===== src/rtl/ddd_pkg.sv =====
// ----------------------------------------------------------------------------
// ddd_pkg
// Shared types, constants and lookup functions for the date difference block.
// ----------------------------------------------------------------------------
package ddd_pkg;

   localparam int DAY_W   = 5;
   localparam int MONTH_W = 4;
   localparam int YEAR_W  = 14;
   localparam int COUNT_W = 22;
   localparam int CORR_W  = 10;
   localparam int Q100_W  = 8;

   localparam logic [YEAR_W-1:0] MAX_YEAR = YEAR_W'(9999);

   // floor(y / 100) = (y * RECIP_100) >> RECIP_SHIFT, exact for y < 2**14
   localparam int RECIP_SHIFT = 20;
   localparam logic [YEAR_W-1:0] RECIP_100 = YEAR_W'(10486);

   localparam logic signed [1:0] ORDER_LATER   = 2'sd1;
   localparam logic signed [1:0] ORDER_EARLIER = -2'sd1;
   localparam logic signed [1:0] ORDER_EQUAL   = 2'sd0;

   localparam logic [MONTH_W-1:0] MONTH_JAN = MONTH_W'(1);
   localparam logic [MONTH_W-1:0] MONTH_FEB = MONTH_W'(2);
   localparam logic [MONTH_W-1:0] MONTH_APR = MONTH_W'(4);
   localparam logic [MONTH_W-1:0] MONTH_JUN = MONTH_W'(6);
   localparam logic [MONTH_W-1:0] MONTH_SEP = MONTH_W'(9);
   localparam logic [MONTH_W-1:0] MONTH_NOV = MONTH_W'(11);
   localparam logic [MONTH_W-1:0] MONTH_DEC = MONTH_W'(12);

   typedef struct packed {
      logic [DAY_W-1:0]   day_a;
      logic [MONTH_W-1:0] month_a;
      logic [YEAR_W-1:0]  year_a;
      logic [DAY_W-1:0]   day_b;
      logic [MONTH_W-1:0] month_b;
      logic [YEAR_W-1:0]  year_b;
   } req_type;

   typedef struct packed {
      logic signed [1:0]  order;
      logic [COUNT_W-1:0] day_count;
      logic               dates_valid;
   } rsp_type;

   function automatic logic [8:0] days_before_month(input logic [MONTH_W-1:0] m);
      logic [8:0] d;
      unique case (m)
         4'd1:    d = 9'd0;
         4'd2:    d = 9'd31;
         4'd3:    d = 9'd59;
         4'd4:    d = 9'd90;
         4'd5:    d = 9'd120;
         4'd6:    d = 9'd151;
         4'd7:    d = 9'd181;
         4'd8:    d = 9'd212;
         4'd9:    d = 9'd243;
         4'd10:   d = 9'd273;
         4'd11:   d = 9'd304;
         4'd12:   d = 9'd334;
         default: d = 9'd0;
      endcase
      return d;
   endfunction

   function automatic logic [DAY_W-1:0] month_length(input logic [MONTH_W-1:0] m,
                                                      input logic leap);
      logic [DAY_W-1:0] n;
      if (m == MONTH_FEB) begin
         n = leap ? DAY_W'(29) : DAY_W'(28);
      end else if (m == MONTH_APR || m == MONTH_JUN || m == MONTH_SEP ||
                   m == MONTH_NOV) begin
         n = DAY_W'(30);
      end else begin
         n = DAY_W'(31);
      end
      return n;
   endfunction

endpackage


===== src/rtl/date_difference_in_days_top.sv =====
// ----------------------------------------------------------------------------
// date_difference_in_days_top
// Order and absolute day distance between two Gregorian dates.
// ----------------------------------------------------------------------------
// Usage:
//   req_* carries one pair of dates (A and B) per transfer; rsp_* returns one
//   result per request, in order: order (+1 A later, -1 A earlier, 0 equal),
//   day_count (absolute days between the dates) and dates_valid. When either
//   date is not a real calendar date in years 1..9999, dates_valid is 0 and
//   day_count is 0; order still compares the raw (year, month, day) fields.
//   rsp_valid rises once the result reaches the stage 4 output register. A
//   new request is taken every cycle while the output is not stalled, since
//   each of the four stages passes one item per cycle:
//   reciprocal multiply for year/100, serial-day partial sums, serial-day
//   add, and the subtract and magnitude select into the output register.
//   Each stage holds its own valid bit, so bubbles collapse. When the
//   receiver stalls, results stay in the pipeline and req_ready drops only
//   once every stage is full; nothing is lost or repeated.
//   Reset (synchronous, active high) clears all stage valid bits; the stage
//   data registers are not reset.
// ----------------------------------------------------------------------------
module date_difference_in_days_top (
   input  logic              clock,
   input  logic              reset,
   input  logic              req_valid,
   output logic              req_ready,
   input  ddd_pkg::req_type  req_data,
   output logic              rsp_valid,
   input  logic              rsp_ready,
   output ddd_pkg::rsp_type  rsp_data
);

   localparam int DW = ddd_pkg::DAY_W;
   localparam int MW = ddd_pkg::MONTH_W;
   localparam int YW = ddd_pkg::YEAR_W;
   localparam int CW = ddd_pkg::COUNT_W;
   localparam int RW = ddd_pkg::CORR_W;
   localparam int QW = ddd_pkg::Q100_W;
   localparam int PW = 2 * YW;

   // stage valid bits and advance enables
   logic v1_ff, v2_ff, v3_ff, v4_ff;
   logic v1_in, v2_in, v3_in, v4_in;
   logic adv1, adv2, adv3, adv4;

   // stage 1
   logic [DW-1:0] day_s1_ff [2];
   logic [MW-1:0] month_s1_ff [2];
   logic [YW-1:0] year_s1_ff [2];
   logic [QW-1:0] q_s1_ff [2];
   logic signed [1:0] order_s1_ff;
   logic [DW-1:0] day_s1_in [2];
   logic [MW-1:0] month_s1_in [2];
   logic [YW-1:0] year_s1_in [2];
   logic [QW-1:0] q_s1_in [2];
   logic signed [1:0] order_s1_in;

   // stage 2
   logic [CW-1:0] base_s2_ff [2];
   logic [RW-1:0] corr_s2_ff [2];
   logic          ok_s2_ff [2];
   logic signed [1:0] order_s2_ff;
   logic [CW-1:0] base_s2_in [2];
   logic [RW-1:0] corr_s2_in [2];
   logic          ok_s2_in [2];

   // stage 3
   logic [CW-1:0] serial_s3_ff [2];
   logic          valid_s3_ff;
   logic signed [1:0] order_s3_ff;
   logic [CW-1:0] serial_s3_in [2];
   logic          valid_s3_in;

   // stage 4 (output)
   ddd_pkg::rsp_type rsp_ff;
   ddd_pkg::rsp_type rsp_in;

   assign adv4      = !v4_ff || rsp_ready;
   assign adv3      = !v3_ff || adv4;
   assign adv2      = !v2_ff || adv3;
   assign adv1      = !v1_ff || adv2;
   assign req_ready = adv1;
   assign rsp_valid = v4_ff;
   assign rsp_data  = rsp_ff;

   assign v1_in = adv1 ? req_valid : v1_ff;
   assign v2_in = adv2 ? v1_ff : v2_ff;
   assign v3_in = adv3 ? v2_ff : v3_ff;
   assign v4_in = adv4 ? v3_ff : v4_ff;

   // stage 1: capture, year/100 by reciprocal, raw-key compare
   always_comb begin
      logic [PW-1:0]     prod;
      logic [DW+MW+YW-1:0] key_a;
      logic [DW+MW+YW-1:0] key_b;
      day_s1_in[0]   = req_data.day_a;
      month_s1_in[0] = req_data.month_a;
      year_s1_in[0]  = req_data.year_a;
      day_s1_in[1]   = req_data.day_b;
      month_s1_in[1] = req_data.month_b;
      year_s1_in[1]  = req_data.year_b;
      for (int i = 0; i < 2; i++) begin
         prod       = PW'(year_s1_in[i]) * PW'(ddd_pkg::RECIP_100);
         q_s1_in[i] = prod[ddd_pkg::RECIP_SHIFT +: QW];
      end
      key_a = {req_data.year_a, req_data.month_a, req_data.day_a};
      key_b = {req_data.year_b, req_data.month_b, req_data.day_b};
      if (key_a > key_b) begin
         order_s1_in = ddd_pkg::ORDER_LATER;
      end else if (key_a < key_b) begin
         order_s1_in = ddd_pkg::ORDER_EARLIER;
      end else begin
         order_s1_in = ddd_pkg::ORDER_EQUAL;
      end
   end

   // stage 2: leap year, validity, serial-day partial sums
   always_comb begin
      logic [YW-1:0] r_full;
      logic [6:0]    r100;
      logic          leap;
      logic [DW-1:0] mlen;
      logic [YW-1:0] p;
      logic [QW-1:0] q100p;
      logic          adj;
      for (int i = 0; i < 2; i++) begin
         r_full = year_s1_ff[i] - YW'(q_s1_ff[i]) * YW'(100);
         r100   = r_full[6:0];
         leap   = (year_s1_ff[i][1:0] == 2'd0) &&
                  ((r100 != 7'd0) || (q_s1_ff[i][1:0] == 2'd0));
         mlen   = ddd_pkg::month_length(month_s1_ff[i], leap);
         ok_s2_in[i] = (month_s1_ff[i] >= ddd_pkg::MONTH_JAN) &&
                       (month_s1_ff[i] <= ddd_pkg::MONTH_DEC) &&
                       (year_s1_ff[i] != YW'(0)) &&
                       (year_s1_ff[i] <= ddd_pkg::MAX_YEAR) &&
                       (day_s1_ff[i] != DW'(0)) &&
                       (day_s1_ff[i] <= mlen);
         p     = year_s1_ff[i] - YW'(1);
         q100p = q_s1_ff[i] - QW'(r100 == 7'd0);
         adj   = leap && (month_s1_ff[i] > ddd_pkg::MONTH_FEB);
         base_s2_in[i] = CW'(CW'(p) * CW'(365)) + CW'(p[YW-1:2]);
         corr_s2_in[i] = RW'(ddd_pkg::days_before_month(month_s1_ff[i])) +
                         RW'(day_s1_ff[i]) + RW'(adj) - RW'(q100p) +
                         RW'(q100p[QW-1:2]);
      end
   end

   // stage 3: serial day number
   always_comb begin
      for (int i = 0; i < 2; i++) begin
         serial_s3_in[i] = base_s2_ff[i] +
                           {{(CW-RW){corr_s2_ff[i][RW-1]}}, corr_s2_ff[i]};
      end
      valid_s3_in = ok_s2_ff[0] && ok_s2_ff[1];
   end

   // stage 4: magnitude of difference
   always_comb begin
      logic [CW-1:0] d_ab;
      logic [CW-1:0] d_ba;
      d_ab = serial_s3_ff[0] - serial_s3_ff[1];
      d_ba = serial_s3_ff[1] - serial_s3_ff[0];
      rsp_in.order       = order_s3_ff;
      rsp_in.dates_valid = valid_s3_ff;
      if (!valid_s3_ff) begin
         rsp_in.day_count = '0;
      end else if (serial_s3_ff[0] >= serial_s3_ff[1]) begin
         rsp_in.day_count = d_ab;
      end else begin
         rsp_in.day_count = d_ba;
      end
   end

   always_ff @(posedge clock) begin
      if (reset) begin
         v1_ff <= 1'b0;
         v2_ff <= 1'b0;
         v3_ff <= 1'b0;
         v4_ff <= 1'b0;
      end else begin
         v1_ff <= v1_in;
         v2_ff <= v2_in;
         v3_ff <= v3_in;
         v4_ff <= v4_in;
      end
   end

   always_ff @(posedge clock) begin
      if (adv1) begin
         day_s1_ff   <= day_s1_in;
         month_s1_ff <= month_s1_in;
         year_s1_ff  <= year_s1_in;
         q_s1_ff     <= q_s1_in;
         order_s1_ff <= order_s1_in;
      end
      if (adv2) begin
         base_s2_ff  <= base_s2_in;
         corr_s2_ff  <= corr_s2_in;
         ok_s2_ff    <= ok_s2_in;
         order_s2_ff <= order_s1_ff;
      end
      if (adv3) begin
         serial_s3_ff <= serial_s3_in;
         valid_s3_ff  <= valid_s3_in;
         order_s3_ff  <= order_s2_ff;
      end
      if (adv4) begin
         rsp_ff <= rsp_in;
      end
   end

endmodule

===== config.mk =====
export PLATFORM = sky130hd
export DESIGN_NAME = date_difference_in_days_top
export DESIGN_NICKNAME = d
export VERILOG_FILES = /design/src/rtl/ddd_pkg.sv /design/src/rtl/date_difference_in_days_top.sv
export SDC_FILE = /design/constraint.sdc
export NUM_CORES = 1
export LEC_CHECK = 0
export BUFFER_PORTS_ARGS = -buffer_cell sky130_fd_sc_hd__buf_2
export CORE_MARGIN = 2
export CORE_UTILIZATION = 58
export CTS_BUF_LIST = sky130_fd_sc_hd__clkbuf_16
export CTS_CLUSTER_DIAMETER = 30
export DETAILED_ROUTE_END_ITERATION = 7
export PLACE_DENSITY = 0.75
export SYNTH_ARGS = -nofsm -noshare
export SYNTH_HDL_FRONTEND = slang
export SYNTH_SLANG_ARGS = --single-unit

===== constraint.sdc =====
create_clock -name clock -period 8.75 [get_ports clock]
set_clock_uncertainty 0.2 [all_clocks]
set_input_delay 1.75 -clock clock [delete_from_list [all_inputs] [get_ports clock]]
set_output_delay 1.75 -clock clock [all_outputs]
set_load 0.02 [all_outputs]

* Word-level counts from Yosys, hierarchy flattened
Memories as Yosys holds them, arrays and structs flattened. A register that Yosys moved wholly into a read port is not among the register bits.
Cells that the tools add are included.
** Operators by class
- Add/sub/neg operators :: 20
- $mul :: 6
- $lt $le $gt $ge :: 13
- Equality and inequality tests :: 10
- Multiplexer cells :: 10
- Reduce and logical (&&, ||, !) cells :: 43
** Operator list (number)
- 14-bit by 13-bit multiplier with 27-bit output, second input constant :: 2
- 22-bit by 12-bit adder with 22-bit output :: 2
- 22-bit adder :: 2
- 14-bit by 9-bit multiplier with 22-bit output, second input constant :: 2
- 22-bit subtractor :: 2
- 14-bit <= comparator, second input constant :: 2
- 14-bit nonzero test :: 2
- 14-bit by 1-bit subtractor with 14-bit output, second input constant :: 2
- 23-bit > comparator :: 1
- 23-bit < comparator :: 1
- 22-bit greater-or-equal comparator :: 1
- 22-bit 2-to-1 mux :: 1
- 10-bit by 1-bit adder with 10-bit output :: 2
- 10-bit by 6-bit adder with 10-bit output :: 2
- 9-bit by 5-bit adder with 10-bit output :: 2
- 10-bit by 8-bit subtractor with 10-bit output :: 2
- 4-bit by 3-bit == test with 1-bit output, second input constant :: 4
- 4-bit == test, second input constant :: 4
- 8-bit by 5-bit multiplier with 5-bit output, second input constant :: 2
- 8-bit by 1-bit subtractor with 8-bit output :: 2
- 1-bit logical AND :: 15
- 7-bit zero test :: 2
- 7-bit nonzero test :: 2
- 7-bit subtractor :: 2
- other kinds (12) :: 41
** Storage, ports and cells
- Flip-flop bits (word level) :: 208
- Bits in read-only memories :: 288
- Input bits :: 50
- Output and inout bits :: 27
- Word-level logic and storage cells :: 131
- Memories :: 2
** Memory list
- (no name shown) :: words 16, bits a word 9, read ports 1, clocked after Yosys merged registers in 1, write ports 0, line ddd_pkg.sv:49 : unique case (m)
- (no name shown) :: words 16, bits a word 9, read ports 1, clocked after Yosys merged registers in 1, write ports 0, line ddd_pkg.sv:49

* Longest topological paths before layout
Gate-level depths: netlist of run 1.
- Depth after elaboration :: 9
- Gate-level depth with buffers :: 27
- Mapped depth without buffers :: 27

* Worst setup path after synthesis of run 1
OpenSTA, ideal clock, no wires.
- Kind :: input -> register
- From :: input port req_data[33] in the netlist's numbering
- To :: register q_s1_ff[14] in the netlist's numbering (data pin)
- Setup time :: 0.262 ns
- Arrival :: 6.061 ns
- Data required time :: 8.288 ns
- Setup slack :: 2.227 ns
- Stages on the path :: 17
- Buffers on the path :: 0
- Path through :: ha_1 inv_1 fa_1 fa_1 inv_1 fa_1 fa_1 ha_1 a21o_1 a21o_1 a21oi_1 o21ai_0 or3_1 o211a_1 a311oi_1 o21bai_1 xor2_1
** RTL lines
- from (decl) :: line date_difference_in_days_top.sv:27 : input ddd_pkg::req_type req_data,
- to (signal assigned) :: line date_difference_in_days_top.sv:193 : q_s1_ff <= q_s1_in;
- to (decl) :: line date_difference_in_days_top.sv:50 : logic [QW-1:0] q_s1_ff [2];

==> results of run 1 <==
-- layout make-up --
class                           instances  area (sq um)  area share [%]
Inverter                              620          2330            7.71
Multi-Input combinational cell       1843         18300            60.5
Timing Repair Buffer                   82           425            1.41
Clock inverter                         44           483            1.60
Clock buffer                           55          1380            4.56
Tap cell                              607           759            2.52
Sequential cell                       226          6570            21.7
-- flip-flops by register name, indices dropped and copies added, names as in the netlist, named ones only --
name / cells
base_s2_ff: 44
corr_s2_ff: 20
day_s1_ff: 10
month_s1_ff: 8
ok_s2_ff: 2
order_s1_ff: 2
order_s2_ff: 2
order_s3_ff: 2
q_s1_ff: 16
rsp_data: 25
rsp_valid: 1
serial_s3_ff: 44
v1_ff: 1
v2_ff: 1
v3_ff: 1
valid_s3_ff: 1
year_s1_ff: 28
-- cells in the final DEF, fill, tap and decap left out, types with 10 or more instances in the layout --
cell type / n
clkbuf_16: 55
buf_2: 76
ha_1: 496
mux2i_1: 21
nand2_1: 85
clkinvlp_4: 11
xnor2_1: 114
nand3_1: 44
or3_1: 15
nor2_1: 103
nor2b_1: 26
edfxtp_1: 204
nor3_1: 49
a21oi_1: 134
nand2b_1: 17
o21bai_1: 22
xor2_1: 48
nor4_1: 10
a21o_1: 63
dfxtp_1: 22
nand4_1: 22
inv_1: 624
o211ai_1: 13
fa_1: 254
o21a_1: 19
o21ai_0: 88
a211oi_1: 16
and3_1: 15
and2_1: 10
a31oi_1: 22
-- cells by family (layout without fill, tap and decap cells) --
family | count (synthesis) | after routing | share of synthesized area, %
buffers and inverters | 648 | 801 | 9.00
muxes | 27 | 27 | 1.02
and+or+nand+nor | 443 | 443 | 8.32
adders and majority gates | 750 | 750 | 41.4
xor gates and xnor gates | 163 | 163 | 5.26
DFF | 226 | 226 | 24.1
AOI/OAI and AO/OA | 460 | 460 | 10.9
-- metrics by stage --
stage	setup WS (ns)	util, %
3_3_place_gp	1.66	61.0
4_1_cts	1.66	65.0
2_1_floorplan	2.23	-
5_1_grt	1.25	65.0
3_5_place_dp	1.58	61.0
6_report	1.65	65.0
-- final timing paths --
path                                               start                  endpoint  slack [ns]  cells after the start
worst max-delay path             year_s1_ff[2]$_DFFE_PP_  base_s2_ff[20]$_DFFE_PP_        1.65                     22
worst min-delay path            order_s3_ff[1]$_DFFE_PP_    rsp_data[24]$_DFFE_PP_        0.22                      0
worst max register to register   year_s1_ff[2]$_DFFE_PP_  base_s2_ff[20]$_DFFE_PP_        1.65                     22
worst min register to register  order_s3_ff[1]$_DFFE_PP_    rsp_data[24]$_DFFE_PP_        0.22                      0
-- routing by layer --
layer / wire length [um] / GRT usage (%) / part of all wire [%]
met1: 26600 / 33.0 / 44
met2: 29100 / 43.5 / 48
met3: 2600 / 3.48 / 4.3
met4: 2260 / 9.55 / 3.7
met5: 0 / 0 / 0
-- critical path: stages, from the launching register on --
cell and delay [ns]:
edfxtp_1 0.44, nor2_1 0.22, nand3_1 0.21, or4_1 0.46, xor2_1 0.27, inv_1 0.14, ha_1 0.29, inv_1 0.15
fa_1 0.47, fa_1 0.49, inv_1 0.06, fa_1 0.52, inv_1 0.05, fa_1 0.52, inv_1 0.04, ha_1 0.21
a211o_1 0.31, o22ai_1 0.36, o21ai_1 0.20, a211o_1 0.35, a2111oi_0 0.51, nor3_1 0.16, o311ai_1 0.28
==> flow_summary.ini, run 1 <==
[sta]
setup_tns_ns = 0
worst_pin_slew_ns = 1.29
slew_viol_final = 0
whs_ns = 0.217
fmax_mhz = 141
hold_viol = 0
finalSetupViolCount = 0
finalCritPeriodShare_pct = 81.2
min_period_ns = 7.10
relSlewSlack_pct = 13.6
rsz0062_at_grt = false

[synth]
synth_edf_count = 204
synth_fp_nets = 3517
yosysSeqAreaShare_pct = 24.1
syn_area_sq_um = 27300
synth_area_leaders = ha_1 23%, edfxtp_1 22%, fa_1 19%
synth.distinct_cells = 80
async_flop_share_pct = 0
avgSynthCellArea_sq_um = 10.0
synth_top_area_share_pct = 22.8
syn-instance-count = 2717
ys_ff_latch = 226
synth_flop_cell = edfxtp_1
yosysMostFrequentCell = inv_1
synth_largest_area_cell = ha_1
yosysWarnings = 0
netlist_top_cells_count = 620 x inv_1, 496 x ha_1, 254 x fa_1

[global_route]
grt_overflow_total = 0
grt_max_degree = 69
grt_pass1_wl_um = 101000
grt_pass1_vias = 19954
antenna_found_initial = 0
grt_use_total_pct = 25.5

[route]
vias = 19175
drt_pass1_iterations = 5
vias_per_cell = 5.51
ant_nets = 0
post_drt_wl_per_cell_um = 17.4
drtIter0Drc = 1091
drc = 0
drt_wl_total_um = 60600

[clocking]
root_buffer = clkbuf_16
ctsResizeCount = 0
postCtsSetupRepairBufs = 0
clockBufferDepth = 3
tritoncts = built
worstSkewPairLatency_ns = 0.57
h-tree-depth = 2
holdBufCountCts = 0
numCtsBuffers = 53
clk_pin_slew_ns = 0.05
cts_sinks = 226

[finish]
final_area_sq_um = 30200
final_layout_size_suffix_gt1_share_pct = 7.49
nets = 3626
area_growth_pct = 10.7
final_cell_count_no_fill = 3477
n_antenna_cell = 0
nFillCells = 3679

[die]
start_util_pct = 58.7
die_w_um = 221
die_area_sq_um = 48800
die_y_um = 221
io_pins = 77
rows = 79
coreArea_sq_um = 46500

[critical_path]
worstSetupPathType = reg -> reg
crit_arrival_ns = 7.29
path_max_fanout = 5
start_kind = register
worst_ep_required_time_ns = 8.93
endpoint_kind = register

[placement]
placed_area_sq_um = 28300
routabilityCongestion = 0.921
dp.cells = 3378
dp_hpwl_um = 50200
io_buffers = 76

[flow_run]
drv_cap = 0

[min_path]
min_path_type = reg -> reg

[status]
status = finished, final reports clean
Power of run 1 is not shown: default switching activity piles up to over one toggle a cycle in this logic, so the estimate is an artifact.
==> run 2: changes to the inputs <==
==> constraint.sdc (replaced) <==
create_clock -name clock -period 7.1 [get_ports clock]
set_clock_uncertainty 0.2 [all_clocks]
set_input_delay 1.42 -clock clock [delete_from_list [all_inputs] [get_ports clock]]
set_output_delay 1.42 -clock clock [all_outputs]
set_load 0.02 [all_outputs]
==> run 2 against run 1 <==
Hold slack worse by 0.00088 ns; wire length up 0.86%; register-to-register slack worse by 1.3 ns; core utilization up 0.059 points; first-iteration DRC count up 4.3%; die area unchanged; non-clock buffer count up 4; highest routed layer unchanged.
==> flow_summary.ini, run 2 (synthesis gave the netlist of run 1 again) <==
[critical_path]
start_kind = register
endpoint_kind = register
worst_ep_required_time_ns = 7.30
path_max_fanout = 5
ff2ff_setup_slack_ns = 0.38
crit_arrival_ns = 6.92
worstSetupPathType = reg -> reg

[finish]
layout_common_cells = 620 x inv_1, 495 x ha_1, 254 x fa_1
top_regs = base_s2_ff: 44 flops, serial_s3_ff: 44 flops, year_s1_ff: 28 flops
final_layout_size_suffix_gt1_share_pct = 7.80
n_antenna_cell = 0
area_growth_pct = 10.8
mostFrequentLayoutCell = inv_1
nets = 3630
utilization_pct = 65.1
nFillCells = 3634
final_cell_count_no_fill = 3480

[route]
drt_wl_total_um = 61100
drtIter0Drc = 1138
vias = 19341
ant_nets = 0
drc = 0
drt_pass1_iterations = 5
vias_per_cell = 5.56
post_drt_wl_per_cell_um = 17.6

[placement]
io_buffers = 76
dp_hpwl_um = 50400
dp.cells = 3382
routabilityCongestion = 0.951

[die]
rows = 79
die_w_um = 221
die_area_sq_um = 48800
io_pins = 77
coreArea_sq_um = 46500
start_util_pct = 58.7
die_y_um = 221

[clocking]
clk_pin_slew_ns = 0.05
h-tree-depth = 2
tritoncts = built
numCtsBuffers = 53
root_buffer = clkbuf_16
cts_sinks = 226
clockBufferDepth = 3
worstSkewPairLatency_ns = 0.58

[sta]
slew_viol_final = 0
finalSetupViolCount = 0
setup_tns_ns = 0
fmax_mhz = 149
worst_pin_slew_ns = 1.20
relSlewSlack_pct = 17.7
hold_viol = 0
rsz0062_at_grt = false
finalCritPeriodShare_pct = 94.6
min_period_ns = 6.72

[global_route]
antenna_found_initial = 0
grt_pass1_wl_um = 101000
grt_overflow_total = 0
grt_max_degree = 72
grt_use_total_pct = 25.4
grt_pass1_vias = 20259

[min_path]
min_path_type = reg -> reg

[flow_run]
drv_cap = 0

[status]
status = finished, final reports clean
## run 2: changes by cell type in the layout (fill, tap and decap cells not counted), sizes merged
cell      change
inv           +5
buf           +4
clkbuf        -1
clkinvlp      -4
bufinv        -1
## run 2: repair_timing
action                                  in CTS  in global routing
hold buffers                                 0                  0
endpoints found under the hold margin        0                  0
setup buffers                                0                  0
endpoints found under the setup margin       0                  3
gates resized for setup                      0                  7
## run 2: cell type report
type	instances	area (sq um)	area share [%]
multi-input combinational	1843	18300	60.5
sequential	226	6570	21.7
inverter	620	2330	7.70
clock buffer	54	1350	4.47
tap	607	759	2.51
clock inverter	44	479	1.59
timing repair buffer	86	455	1.51
## run 2: routing by layer
metal  vias to the layer above  track usage [%]  share of wire (%)
li1                       9418                -                  -
met1                      9303             31.6                 42
met2                       475             44.5                 49
met3                       145             3.29                3.9
met4                         0             10.8                4.3
met5                         -                0                  0
## run 2: path summary, 6_finish.rpt
kind	start	end	cells after the start
worst max-delay path	year_s1_ff[2]$_DFFE_PP_	base_s2_ff[20]$_DFFE_PP_	23
worst min-delay path	order_s3_ff[1]$_DFFE_PP_	rsp_data[24]$_DFFE_PP_	0
worst max register to register	year_s1_ff[2]$_DFFE_PP_	base_s2_ff[20]$_DFFE_PP_	23
worst min register to register	order_s3_ff[1]$_DFFE_PP_	rsp_data[24]$_DFFE_PP_	0
## run 2: metrics by stage
step                      cell area [sq um]  hold WS (ns)  setup WS, ns
after floorplan                       27300         0.200         0.739
after global placement                28400         0.210         0.332
after detailed placement              28400         0.211         0.180
after CTS                             30200         0.214         0.184
after global routing                  30200         0.237       0.00403
final                                 30200         0.217         0.382
## run 2: critical path: stages, from the launching register on
cell,delay (ns)
edfxtp_1,0.45
nor2_2,0.19
nand3_1,0.18
or4_1,0.49
xor2_2,0.18
inv_1,0.08
ha_1,0.31
inv_1,0.08
fa_1,0.47
inv_1,0.05
fa_1,0.46
fa_1,0.54
inv_1,0.05
fa_1,0.53
inv_1,0.04
ha_1,0.36
a21o_1,0.21
a21o_1,0.18
a21oi_1,0.17
o21ai_1,0.15
a211o_1,0.35
a2111oi_2,0.40
nor3_1,0.14
o311ai_1,0.28
Power of run 2 is left out for the same reason.
==> run 3: changes to the inputs <==
==> constraint.sdc (replaced) <==
create_clock -name clock -period 6.95 [get_ports clock]
set_clock_uncertainty 0.2 [all_clocks]
set_input_delay 1.39 -clock clock [delete_from_list [all_inputs] [get_ports clock]]
set_output_delay 1.39 -clock clock [all_outputs]
set_load 0.02 [all_outputs]
==> run 3 against run 2 <==
Via count hardly changed; first-iteration DRC count is 1.8% higher; critical path depth stayed put; setup slack better by 0.0045 ns; die area stayed put; core utilization hardly changed; sequential share of layout area hardly changed; critical path type unchanged; non-clock buffer count is 10 higher; largest cell class unchanged.
==> flow_summary.ini, run 3 (synthesis gave the netlist of run 1 again) <==
[sta]
finalCritPeriodShare_pct = 94.4
relSlewSlack_pct = 22.3
rsz0062_at_grt = false
fmax_mhz = 152
min_period_ns = 6.56
slew_viol_final = 0
hold_viol = 0
setup_tns_ns = 0
worst_pin_slew_ns = 1.13
finalSetupViolCount = 0
whs_ns = 0.217

[critical_path]
slowest_stage = fa_1
start_kind = register
path_common_cell = inv_1
cp_cell_sequence = nor2_2 > nand3_1 > or4_1 > xor2_2 > inv_1 > ha_1 > inv_1 > fa_1 > inv_1 > fa_1 > fa_1 > inv_1 > fa_1 > inv_1 > ha_1 > a21o_1 > a21o_1 > a21oi_1 > o21ai_1 > a211o_1 > a2111oi_4 > nor3_1 > o311ai_1
path_max_fanout = 5
worst_ep_required_time_ns = 7.15
crit_arrival_ns = 6.76
endpoint_kind = register
critPathMaxStageDelay_ns = 0.55
worstSetupPathType = reg -> reg

[finish]
mostFrequentLayoutCell = inv_1
final_area_sq_um = 30200
layout_common_cells = 622 x inv_1, 496 x ha_1, 254 x fa_1
final_layout_size_suffix_gt1_share_pct = 8.06
top_regs = base_s2_ff: 44 flops, serial_s3_ff: 44 flops, year_s1_ff: 28 flops
area_growth_pct = 10.9
nets = 3638
utilization_pct = 65.1
n_antenna_cell = 0

[placement]
io_buffers = 76
routabilityCongestion = 0.927
dp_hpwl_um = 51200
placed_area_sq_um = 28400

[route]
drc = 0
ant_nets = 0
vias_per_cell = 5.55
vias = 19351
post_drt_wl_per_cell_um = 17.5
drt_pass1_iterations = 5
drtIter0Drc = 1159
drt_wl_total_um = 61000

[die]
io_pins = 77
rows = 79
coreArea_sq_um = 46500
die_w_um = 221
start_util_pct = 58.7
die_y_um = 221
die_area_sq_um = 48800

[clocking]
clk_pin_slew_ns = 0.05
h-tree-depth = 2
cts_sinks = 226
numCtsBuffers = 51
clockBufferDepth = 3
tritoncts = built
worstSkewPairLatency_ns = 0.59
root_buffer = clkbuf_16
holdBufCountCts = 0

[global_route]
grt_use_total_pct = 25.4
grt_pass1_vias = 20494
grt_pass1_wl_um = 101000
grt_max_degree = 69
grt_overflow_total = 0
antenna_found_initial = 0

[flow_run]
drv_cap = 0

[status]
status = finished, final reports clean

[min_path]
min_path_type = reg -> reg
==> run 3: changes by cell type in the layout (fill, tap and decap cells not counted), sizes merged <==
cell    previous run  this run
clkinv            16        18
buf               86        96
clkbuf            54        51
bufinv             7         5
==> run 3: worst max-delay path: cells and delay by family, from the launching register on <==
| family | cells | cell delay (ns) |
|---|---|---|
| AOI/OAI and AO/OA | 7 | 1.68 |
| and+or+nand+nor | 4 | 0.86 |
| adders and majority gates | 6 | 2.68 |
| xor gates and xnor gates | 1 | 0.21 |
| DFF | 1 | 0.44 |
| buffers and inverters | 5 | 0.33 |
==> run 3: area by class of cell <==
type / count / area (sq um)
Timing Repair Buffer: 96 / 531
Tap cell: 607 / 759
Fill cell: 3706 / 16200
Clock buffer: 51 / 1280
Sequential cell: 226 / 6570
Inverter: 620 / 2330
Multi-Input combinational cell: 1843 / 18300
Clock inverter: 44 / 477
==> run 3: final timing paths <==
kind / start / endpoint / slack [ns] / cells past startpoint
worst max register to register: year_s1_ff[2]$_DFFE_PP_ / base_s2_ff[20]$_DFFE_PP_ / 0.39 / 23
worst min-delay path: order_s3_ff[0]$_DFFE_PP_ / rsp_data[23]$_DFFE_PP_ / 0.22 / 0
worst min register to register: order_s3_ff[0]$_DFFE_PP_ / rsp_data[23]$_DFFE_PP_ / 0.22 / 0
worst max-delay path: year_s1_ff[2]$_DFFE_PP_ / base_s2_ff[20]$_DFFE_PP_ / 0.39 / 23
==> run 3: timing repair <==
action / 4_1_cts / 5_1_grt
setup endpoints to repair: 0 / 2
resized for setup: 0 / 8
buffers inserted: 0 / 2
==> run 3: through the flow <==
step,worst slack (ns),instances
floorplan,0.589,2717
global placement,0.280,3390
detailed placement,0.0415,3390
CTS,0.0280,3485
global route,0.0131,3487
finish,0.386,3487
==> run 3: layer usage <==
metal	routed length, um	track usage, %	up-vias
li1	-	-	9421
met1	25800	31.4	9337
met2	30300	45.1	459
met3	2360	3.25	134
met4	2450	10.1	0
met5	0	0	-
Power of run 3 is left out for the same reason.
